[config.mk]
export PLATFORM = sky130hd
export DESIGN_NAME = global_average_pool
export DESIGN_NICKNAME = d
export VERILOG_FILES = /design/src/gap_pkg.sv /design/src/gap_divider.sv /design/src/gap_accum.sv /design/src/global_average_pool.sv
export SDC_FILE = /design/constraint.sdc
export NUM_CORES = 1
export LEC_CHECK = 0
export ABC_CLOCK_PERIOD_IN_PS = 5100
export BUFFER_PORTS_ARGS = -buffer_cell sky130_fd_sc_hd__buf_4
export CORE_MARGIN = 1
export CORE_UTILIZATION = 30
export CTS_CLUSTER_SIZE = 8
export DETAILED_ROUTE_END_ITERATION = 7
export PLACE_DENSITY = 0.5
export SLEW_MARGIN = 15
export SYNTH_ARGS = -nofsm -noshare
export SYNTH_HDL_FRONTEND = slang
export SYNTH_SLANG_ARGS = --single-unit
[constraint.sdc]
create_clock -name clk -period 5.1 [get_ports clk]
set_input_delay 1.275 -clock clk [delete_from_list [all_inputs] [get_ports clk]]
set_output_delay 1.275 -clock clk [all_outputs]
set_load 0.01 [all_outputs]
[src/gap_pkg.sv]
// Shared types, constants and helper functions of the global average pool.
package gap_pkg;

    localparam int SAMPLE_BITS  = 16;
    localparam int MAX_SPATIAL  = 65536;
    localparam int MAX_CHANNELS = 4096;

    localparam int SUM_W      = 33;
    localparam int MAG_W      = 32;
    localparam int SPATIAL_W  = 17;
    localparam int CHAN_W     = 12;
    localparam int CHAN_CNT_W = 13;
    localparam int CFG_IDX_W  = 2;
    localparam int CFG_DATA_W = 17;

    localparam logic [CFG_IDX_W-1:0] REG_SLICE_LEN     = 2'd0;
    localparam logic [CFG_IDX_W-1:0] REG_CHANNEL_COUNT = 2'd1;

    // Finished slice handed from the accumulator to the divider and output stage.
    typedef struct packed {
        logic                    valid;
        logic signed [SUM_W-1:0] sum;
        logic [CHAN_W-1:0]       channel;
        logic                    last;
    } slice_t;

    typedef struct packed {
        logic busy;
        logic done;
    } div_status_t;

    function automatic logic [SPATIAL_W-1:0] eff_spatial(input logic [SPATIAL_W-1:0] raw);
        logic [SPATIAL_W-1:0] res;
        begin
            if (raw == '0)
                res = SPATIAL_W'(1);
            else if (raw > SPATIAL_W'(MAX_SPATIAL))
                res = SPATIAL_W'(MAX_SPATIAL);
            else
                res = raw;
            return res;
        end
    endfunction

    function automatic logic [CHAN_CNT_W-1:0] eff_channels(input logic [CHAN_CNT_W-1:0] raw);
        logic [CHAN_CNT_W-1:0] res;
        begin
            if (raw == '0)
                res = CHAN_CNT_W'(1);
            else if (raw > CHAN_CNT_W'(MAX_CHANNELS))
                res = CHAN_CNT_W'(MAX_CHANNELS);
            else
                res = raw;
            return res;
        end
    endfunction

endpackage

[src/gap_divider.sv]
// Iterative shift-subtract divider: signed slice sum by spatial size, truncated toward zero.
module gap_divider (
    input  logic                                 clk,
    input  logic                                 rst_n,
    input  logic                                 start,
    input  logic signed [gap_pkg::SUM_W-1:0]     numer,
    input  logic [gap_pkg::SPATIAL_W-1:0]        denom,
    input  logic                                 ack,
    output gap_pkg::div_status_t                 status,
    output logic signed [gap_pkg::SAMPLE_BITS-1:0] quot
);
    import gap_pkg::*;

    typedef enum logic [1:0] {
        DIV_IDLE,
        DIV_RUN,
        DIV_DONE
    } div_state_t;

    localparam int STEPS   = MAG_W;
    localparam int COUNT_W = $clog2(STEPS);

    div_state_t                 state_reg, state_next;
    logic [MAG_W-1:0]           work_reg, work_next;
    logic [SPATIAL_W-1:0]       rem_reg, rem_next;
    logic [COUNT_W-1:0]         count_reg, count_next;
    logic                       neg_reg, neg_next;

    logic [MAG_W-1:0]           numer_abs;
    logic [SPATIAL_W:0]         shifted;
    logic [SPATIAL_W+1:0]       diff;
    logic                       fits;

    assign numer_abs = numer[SUM_W-1] ? MAG_W'(-numer) : MAG_W'(numer);
    assign shifted   = {rem_reg, work_reg[MAG_W-1]};
    assign diff      = {1'b0, shifted} - {2'b00, denom};
    assign fits      = !diff[SPATIAL_W+1];

    always_comb
    begin
        state_next = state_reg;
        work_next  = work_reg;
        rem_next   = rem_reg;
        count_next = count_reg;
        neg_next   = neg_reg;
        unique case (state_reg)
            DIV_IDLE:
            begin
                if (start)
                begin
                    neg_next   = numer[SUM_W-1];
                    work_next  = numer_abs;
                    rem_next   = '0;
                    count_next = '0;
                    state_next = DIV_RUN;
                end
            end
            DIV_RUN:
            begin
                // one quotient bit per cycle; the remainder always stays below the divisor
                rem_next   = fits ? diff[SPATIAL_W-1:0] : shifted[SPATIAL_W-1:0];
                work_next  = {work_reg[MAG_W-2:0], fits};
                count_next = count_reg + COUNT_W'(1);
                if (count_reg == COUNT_W'(STEPS - 1))
                    state_next = DIV_DONE;
            end
            DIV_DONE:
            begin
                if (ack)
                    state_next = DIV_IDLE;
            end
            default:
            begin
                state_next = DIV_IDLE;
            end
        endcase
    end

    always_ff @(posedge clk or negedge rst_n)
    begin
        if (!rst_n)
        begin
            state_reg <= DIV_IDLE;
            count_reg <= '0;
            neg_reg   <= 1'b0;
        end
        else
        begin
            state_reg <= state_next;
            count_reg <= count_next;
            neg_reg   <= neg_next;
        end
    end

    always_ff @(posedge clk)
    begin
        work_reg <= work_next;
        rem_reg  <= rem_next;
    end

    // keep the low half of the quotient; the average field is that wide
    assign quot = neg_reg ? SAMPLE_BITS'(~work_reg[SAMPLE_BITS-1:0] + SAMPLE_BITS'(1))
                          : SAMPLE_BITS'(work_reg[SAMPLE_BITS-1:0]);

    assign status.busy = (state_reg != DIV_IDLE);
    assign status.done = (state_reg == DIV_DONE);

endmodule

[src/gap_accum.sv]
// Slice accumulator with position and channel counters.
module gap_accum (
    input  logic                                   clk,
    input  logic                                   rst_n,
    input  logic                                   accept,
    input  logic signed [gap_pkg::SAMPLE_BITS-1:0] sample,
    input  logic [gap_pkg::SPATIAL_W-1:0]          size,
    input  logic [gap_pkg::CHAN_CNT_W-1:0]         chans,
    output gap_pkg::slice_t                        slice
);
    import gap_pkg::*;

    logic signed [SUM_W-1:0] sum_reg, sum_next;
    logic [SPATIAL_W-1:0]    pos_reg, pos_next;
    logic [CHAN_W-1:0]       chan_reg, chan_next;
    slice_t                  slice_reg, slice_next;

    logic signed [SUM_W-1:0] sum_plus;
    logic [SPATIAL_W-1:0]    pos_plus;
    logic                    slice_end;
    logic                    last;

    assign sum_plus  = sum_reg + SUM_W'(sample);
    assign pos_plus  = pos_reg + SPATIAL_W'(1);
    assign slice_end = (pos_plus >= size);
    assign last      = (({1'b0, chan_reg} + CHAN_CNT_W'(1)) >= chans);

    always_comb
    begin
        sum_next         = sum_reg;
        pos_next         = pos_reg;
        chan_next        = chan_reg;
        slice_next       = slice_reg;
        slice_next.valid = 1'b0;
        if (accept)
        begin
            if (slice_end)
            begin
                slice_next.valid   = 1'b1;
                slice_next.sum     = sum_plus;
                slice_next.channel = chan_reg;
                slice_next.last    = last;
                sum_next           = '0;
                pos_next           = '0;
                chan_next          = last ? '0 : chan_reg + CHAN_W'(1);
            end
            else
            begin
                sum_next = sum_plus;
                pos_next = pos_plus;
            end
        end
    end

    always_ff @(posedge clk or negedge rst_n)
    begin
        if (!rst_n)
        begin
            sum_reg   <= '0;
            pos_reg   <= '0;
            chan_reg  <= '0;
            slice_reg <= '0;
        end
        else
        begin
            sum_reg   <= sum_next;
            pos_reg   <= pos_next;
            chan_reg  <= chan_next;
            slice_reg <= slice_next;
        end
    end

    assign slice = slice_reg;

endmodule

[src/global_average_pool.sv]
// Global average pool: per-channel slice mean over a stream of 16-bit samples.
//
// Input channel: sample with in_valid / in_stall; a transfer happens at a rising
// edge with in_valid high and in_stall low. Samples come in N, C, spatial order.
// Output channel: average, channel_index, last_channel with out_valid / out_stall.
// Config channel: cfg_valid / cfg_ready with cfg_index and cfg_data; index 0 is
// the slice length in samples, index 1 is channel_count. Write only while idle.
//
// A sample that does not close a slice causes no stall. The sample that closes a
// slice starts the shared shift-subtract divider, which takes 32 steps, one
// quotient bit per cycle; the input stays stalled from the registered slice close
// until the quotient is loaded into the output register, and the result shows on
// out_valid once the output register is free.
// The output register decouples the two sides: samples keep flowing while a
// result waits; if out_stall holds the register full when the next division
// finishes, the divider holds its quotient and the input stays stalled.
// Reset clears the sum and counters and sets both registers to 1.
module global_average_pool (
    input  logic                                   clk,
    input  logic                                   rst_n,
    input  logic                                   in_valid,
    output logic                                   in_stall,
    input  logic signed [gap_pkg::SAMPLE_BITS-1:0] sample,
    output logic                                   out_valid,
    input  logic                                   out_stall,
    output logic signed [gap_pkg::SAMPLE_BITS-1:0] average,
    output logic [gap_pkg::CHAN_W-1:0]             channel_index,
    output logic                                   last_channel,
    input  logic                                   cfg_valid,
    output logic                                   cfg_ready,
    input  logic [gap_pkg::CFG_IDX_W-1:0]          cfg_index,
    input  logic [gap_pkg::CFG_DATA_W-1:0]         cfg_data
);
    import gap_pkg::*;

    logic [SPATIAL_W-1:0]    slice_len_reg;
    logic [CHAN_CNT_W-1:0]   channel_count_reg;
    logic [SPATIAL_W-1:0]    size_eff;
    logic [CHAN_CNT_W-1:0]   chans_eff;

    logic                    out_valid_reg, out_valid_next;
    logic signed [SAMPLE_BITS-1:0] average_reg;
    logic [CHAN_W-1:0]       channel_index_reg;
    logic                    last_channel_reg;

    slice_t                  slice;
    div_status_t             div_status;
    logic signed [SAMPLE_BITS-1:0] quot;
    logic                    in_xfer;
    logic                    out_xfer;
    logic                    load;

    assign cfg_ready = 1'b1;
    assign size_eff  = eff_spatial(slice_len_reg);
    assign chans_eff = eff_channels(channel_count_reg);

    always_ff @(posedge clk or negedge rst_n)
    begin
        if (!rst_n)
        begin
            slice_len_reg     <= SPATIAL_W'(1);
            channel_count_reg <= CHAN_CNT_W'(1);
        end
        else if (cfg_valid && cfg_ready)
        begin
            unique case (cfg_index)
                REG_SLICE_LEN:     slice_len_reg     <= cfg_data[SPATIAL_W-1:0];
                REG_CHANNEL_COUNT: channel_count_reg <= cfg_data[CHAN_CNT_W-1:0];
                default:           ;
            endcase
        end
    end

    // hold off new samples from slice close until the quotient is handed off
    assign in_stall = slice.valid || div_status.busy;
    assign in_xfer  = in_valid && !in_stall;

    gap_accum u_accum (
        .clk    (clk),
        .rst_n  (rst_n),
        .accept (in_xfer),
        .sample (sample),
        .size   (size_eff),
        .chans  (chans_eff),
        .slice  (slice)
    );

    gap_divider u_divider (
        .clk    (clk),
        .rst_n  (rst_n),
        .start  (slice.valid),
        .numer  (slice.sum),
        .denom  (size_eff),
        .ack    (load),
        .status (div_status),
        .quot   (quot)
    );

    assign out_xfer = out_valid_reg && !out_stall;
    assign load     = div_status.done && (!out_valid_reg || !out_stall);

    always_comb
    begin
        out_valid_next = out_valid_reg;
        if (load)
            out_valid_next = 1'b1;
        else if (out_xfer)
            out_valid_next = 1'b0;
    end

    always_ff @(posedge clk or negedge rst_n)
    begin
        if (!rst_n)
            out_valid_reg <= 1'b0;
        else
            out_valid_reg <= out_valid_next;
    end

    always_ff @(posedge clk)
    begin
        if (load)
        begin
            average_reg       <= quot;
            channel_index_reg <= slice.channel;
            last_channel_reg  <= slice.last;
        end
    end

    assign out_valid     = out_valid_reg;
    assign average       = average_reg;
    assign channel_index = channel_index_reg;
    assign last_channel  = last_channel_reg;

endmodule

-- Yosys cells after proc, flatten, opt, wreduce, memory -nomap -nowiden
Index checks and enable logic that the tools add are counted.
W data, S select, Z words.
- input port bits: 40
- word-level logic and storage cells: 84
- register bits: 226
- equal/unequal tests: 7
- magnitude comparators: 4
- add/subtract/negate cells: 8
- multiplexer cells: 24
- bitwise gates (word level): 1
- reduce and logical (&&, ||, !) cells: 22
- operators by type and width (cell ; number):
    $mux W47 ; 2
    $mux W17 ; 5
    $mux W32 ; 2
    $pmux W32 S2 ; 1
    $pmux W17 S2 ; 1
    $add A33 B16 Y33 ; 1
    $mux W33 ; 1
    $neg A32 Y32 ; 1
    $mux W13 ; 2
    $sub A18 B17 Y19 ; 1
    $add A17 B1 Y17 const B ; 1
    $ge A17 B17 Y1 ; 1
    $gt A17 B17 Y1 const B ; 1
    $logic_not A17 Y1 ; 1
    $add A16 B1 Y16 const B ; 1
    $mux W16 ; 1
    $not A16 Y16 ; 1
    $add A12 B1 Y13 const B ; 1
    $ge A13 B13 Y1 ; 1
    $gt A13 B13 Y1 const B ; 1
    $logic_not A13 Y1 ; 1
    $add A12 B1 Y12 const B ; 1
    $mux W12 ; 1
    $pmux W5 S2 ; 1
    other kinds (17) ; 35

-- Logic depth before layout (Yosys ltp)
- word-level depth: 6
- depth in mapped cells: 17

-- Hierarchy
A second synthesis with hierarchy kept.
- cell total of the unflattened synthesis: 1448
- area, all modules: 14009.7 um^2
- by module, submodules not included (module ; cells an instance ; area each (um^2) ; times used):
    gap_accum ; 838 ; 7319.5 ; 1
    gap_divider ; 465 ; 4234.1 ; 1
    global_average_pool ; 145 ; 2456.1 ; 1

-- Worst setup path before layout
OpenSTA, ideal clock, no wires.
- path type: input-to-reg
- start point: input port sample[0] (netlist name)
- end point: register u_accum.sum_reg[32]
- data required time: 5.005 ns
- path buffers: 0
- setup slack: 1.298 ns
- data arrival time: 3.706 ns
- stages: 12
- library setup time: 0.095 ns
- cell sequence: ha_1 inv_1 fa_1 nor2b_1 o21ai_0 o211a_1 o31ai_4 a31oi_1 o311ai_0 a31oi_1 xor2_1 o31ai_1
- longest elaborated chain between the ends: 2
- ends and longest elaborated chain (item ; RTL line ; RTL):
    start, declared ; global_average_pool.sv:23 ; input logic signed [gap_pkg::SAMPLE_BITS-1:0] sample,
    $add A33 B16 Y33 ; gap_accum.sv:23 ; assign sum_plus = sum_reg + SUM_W'(sample);
    $mux W33 ; gap_accum.sv:37 ; if (slice_end)
    end signal, assigned ; gap_accum.sv:66 ; sum_reg <= sum_next;
    end, declared ; gap_accum.sv:13 ; logic signed [SUM_W-1:0] sum_reg, sum_next;
No other way between the ends.
A chain may end at the register's enable or synchronous reset.

-- Final worst setup path
- start point: register slice_len_reg[8]
- end point: register u_divider.rem_reg[9] (data pin)
- longest elaborated chain between the ends: 6
- ends and longest elaborated chain (item ; RTL line ; RTL):
    start, declared ; global_average_pool.sv:36 ; logic [SPATIAL_W-1:0] slice_len_reg;
    start signal, assigned ; global_average_pool.sv:67 ; REG_SLICE_LEN: slice_len_reg <= cfg_data[SPATIAL_W-1:0];
    $gt A17 B17 Y1 ; gap_pkg.sv:37 ; else if (raw > SPATIAL_W'(MAX_SPATIAL))
    $mux W17 ; gap_pkg.sv:37 ;
    $mux W17 * ; gap_pkg.sv:35 ; if (raw == '0)
    $sub A18 B17 Y19 * ; gap_divider.sv:36 ; assign diff = {1'b0, shifted} - {2'b00, denom};
    $mux W17 * ; gap_divider.sv:61 ; rem_next = fits ? diff[SPATIAL_W-1:0] : shifted[SPATIAL_W-1:0];
    $pmux W17 S2 * ; gap_divider.sv:46 ; unique case (state_reg)
    end signal, assigned ; gap_divider.sv:98 ; rem_reg <= rem_next;
    end, declared ; gap_divider.sv:25 ; logic [SPATIAL_W-1:0] rem_reg, rem_next;
Mark *: on every way between the ends. The rest lies on a longest branch, timed or not.

==> summary.md <==
| Metric | Value |
|---|---|
| Status | finished clean |
| Iteration-0 DRC Markers | 477 |
| Detailed placer's ending HPWL | 22.6 mm |
| Net Switching | 3.70 mW |
| Min-delay src | u_accum.slice[10] |
| First-pass DRT Iterations | 5 |
| Post-CTS setup buffers | 0 |
| Cell mode on critical path | nand2_1 |
| Area growth, synth to finish | 16.5% |
| Clock Tree Buf Depth | 3 |
| Sum Neg Setup Slack | 0 ns |
| Hold_buf cts | 0 |
| Die H | around 210 microns |
| Leakage | 6.69 nW |
| Max-cap check violation count | 0 |
| Crit-path max FO | 16 |
| H-tree depth | 2 |
| Max transition margin | between 20% and 30% |
| Post-synth cell types | between 60 and 70 |
| Setup Skew | 0.0127 ns |
| Slowest cell on the critical path | o21a_1 |
| Fmax | 231 MHz |
| Vias in the first global route | roughly 9.7k |
| Slowest stage delay, CP | 0.71 ns |
| Drt wl/cell | 15.6 microns |
| Die W | 212 microns |
| Final Max Tran Viols | 0 |
| Synth Warn # | 0 |
| DRC Markers | 0 |
| Total power | roughly 9.4 mW |
| Fin crit share | 84.9% |
| DIE AREA | 0.0449 sq mm |
| Syn_nets | 1484 |
| Worst setup path endpoint | u_divider.rem_reg[9] |
| Grt ovf | 0 |
| Most frequent cells in the layout | nand2_1 (255), dfrtp_1 (146), o21ai_0 (133), ha_1 (85), buf_4 (83) |
| Ys flop type | dfrtp_1 |
| Antenna Nets Post-Route | 0 |
| Max reg flops | 47 |
| Tmin final | ~4.3 ns |
| Clock slew seen by the registers of the worst setup and hold paths | approximately 0.050 ns |
| Asr flop ratio synth | 65.5% |
| CP Launch Type | register |
| PwrDens | 609 mW/mm^2 |
| Num rows | 76 |
| Crit. Startpoint | slice_len_reg[8] |
| Clock power share | 22.5% |
| Critical path class | register to register |
| First-pass GRT wire length | roughly 52 mm |
| Flop pwr share | 33.9% |
| DR vias | 9922 |
| Net Sw Frac | between 30% and 40% |
| Antenna violations before repair | 0 |
| Worst-Skew Late Latency | between 0.5 and 0.6 ns |
| Worst reg2reg endpoint | u_divider.rem_reg[9] |
| CP Depth | 13 |
| Clk sinks | between 200 and 250 |
| Cells after Synth | 1357 |
| Share of post-route cells with drive strength above 1 | 12.9% |
| Num CTS Buffers | 34 |
| Total track usage | 14.5% |
| I/O pin cnt | 72 |
| IO Port Bufs | 70 |
| Worst VDD drop | about 0.19 mV |
| Final hold viol count | 0 |
| Cell chain of the critical path | nor4_1 > nand4_1 > nand2_1 > nand2_1 > ha_1 > and4_1 > nand3_1 > o31ai_1 > a21oi_1 > o21ai_0 > o21a_1 > o211ai_1 > and4b_1 |
| Cell Int Power | 5.66 mW |
| Seq cells post-synth | 226 |
| CP arrival | 4.59 ns |
| Worst Reg2Reg Path Length in Cells | 13 |
| Hold crit path type | register to register |
| RePlAce Congestion | 0.834 |
| RSZ-0062 raised after global routing | no |
| Inserted Diodes | 0 |
| Syn_area_per_cell | ~9.7 sq um |
| Critical Path End Type | register |
| Clk root buf | clkbuf_16 |
| Crit path max-delay family | compound AO/OA/AOI/OAI gates |
| Buf/Inv on CP | 0 |
| Number of setup violations in the final report | 0 |
| Final #Nets | 1553 |
| Final wirelength | about 32 mm |
| CTS tree | done |
| Commonest non-fill, non-tap cell in the layout | nand2_1 |
| Largest net degree at the start of global routing | 96 |
| EDFF count, synth | 78 |
| Slew @ Worst Pin | 1.09 ns |
| RR Startpoint | slice_len_reg[8] |
| R2R Setup Slk | slightly below 0.8 ns |
| Initial Utilization | a little under a third |
| Core Footprint | between 0.04 and 0.05 sq mm |
| Required @ worst endpoint | about 5.4 ns |
| Via density | 4.89 |
| Syn Std Cell Area | 0.0132 sq mm |
| Comb pwr share | 43.6% |
| Sequential share of the synthesized area | ~46% |
| PostCTS Resize Cnt | 0 |
## worst register-to-register path, delay by kind of cell, from the launching register on
kind                     cells  cell delay, ns
adder cells (fa/ha/maj)      1            0.41
AO/OA/AOI/OAI                5            1.70
flip-flops                   1            0.39
AND/OR/NAND/NOR              7            1.58
## metrics by stage
stage	instance area, sq um	utilization (%)	std cells	worst slack [ns]	hold slack (ns)
after CTS	15400	35.6	2031	0.784	0.442
after global routing	15400	35.6	2031	0.283	0.459
final	15400	35.6	2031	0.770	0.439
after floorplan	13200	-	1357	1.30	0.425
after global placement	14400	33.3	1975	0.663	0.429
after detailed placement	14400	33.3	1975	0.620	0.431
## worst min path at each step
| stage | to | slack, ns | cells past startpoint |
|---|---|---|---|
| floorplan | channel_index[0] | 0.42 | 0 |
| global placement | channel_index[6] | 0.43 | 0 |
| detailed placement | channel_index[2] | 0.43 | 0 |
| CTS | channel_index[2] | 0.44 | 0 |
| global route | channel_index[2] | 0.46 | 0 |
| finish | channel_index[9] | 0.44 | 0 |
## layout make-up
class	count	area (sq um)
clock buffers	52	918
clock inverters	4	63.8
fillers	4372	27900
inverters	35	131
multi-input cells	1045	6860
flip-flops and latches	226	6050
well taps	585	732
repair buffers	84	634
## kinds of logic after synthesis
group | Yosys count | share of synthesized area (%)
AO/OA/AOI/OAI | 345 | 16.4
XOR/XNOR | 109 | 7.23
adder cells (fa/ha/maj) | 87 | 8.35
buffers and inverters | 86 | 2.49
flip-flops | 226 | 45.8
multiplexers | 49 | 4.06
other | 1 | 0.0284
AND/OR/NAND/NOR | 454 | 15.6
## power groups by stage
stage               sequential, mW  clock, mW  combinational (mW)
floorplan                     3.03          0                3.18
global placement              3.18          0                4.06
detailed placement            3.20          0                4.10
CTS                           3.18       2.17                4.11
global route                  3.27       2.24                4.64
finish                        3.17       2.11                4.09
## routing by layer
metal | part of all wire (%) | global-route usage (%)
met3 | 3.8 | 2.30
met4 | 1.9 | 4.10
met5 | 0 | 0
met1 | 51 | 20.7
met2 | 44 | 22.6
## cells in the mapped netlist (all sizes together) (2+ instances only)
cell type / instances / area (sq um)
and2: 5 / 31.3
nand4: 9 / 56.3
ha: 85 / 1060
o31ai: 34 / 288
or4: 10 / 82.6
o41ai: 6 / 60.1
nor2: 59 / 221
and4: 6 / 52.6
o21bai: 11 / 82.6
dfrtp: 146 / 3650
nor3b: 2 / 15.0
o22ai: 5 / 31.3
nor2b: 10 / 62.6
a21o: 36 / 270
o21a: 3 / 22.5
a22o: 13 / 114
edfxtp: 78 / 2340
nand2: 257 / 965
a31oi: 11 / 68.8
o311ai: 4 / 35.0
nand2b: 12 / 75.1
or3: 6 / 47.5
xor2: 47 / 412
fa: 2 / 40.0
mux2i: 12 / 120
nor4b: 2 / 17.5
a21boi: 3 / 22.5
clkbuf: 45 / 169
xnor2: 62 / 543
a21oi: 61 / 305
a211o: 3 / 26.3
nor4: 12 / 75.1
o211ai: 4 / 30.0
mux2: 37 / 417
and3: 16 / 100
a211oi: 5 / 37.5
nand3: 26 / 130
inv: 35 / 131
or2: 4 / 25.0
nor3: 14 / 70.1
buf: 6 / 28.8
o21ai: 137 / 686
dfstp: 2 / 52.6
Note: power is estimated with default switching activity, not from simulation.
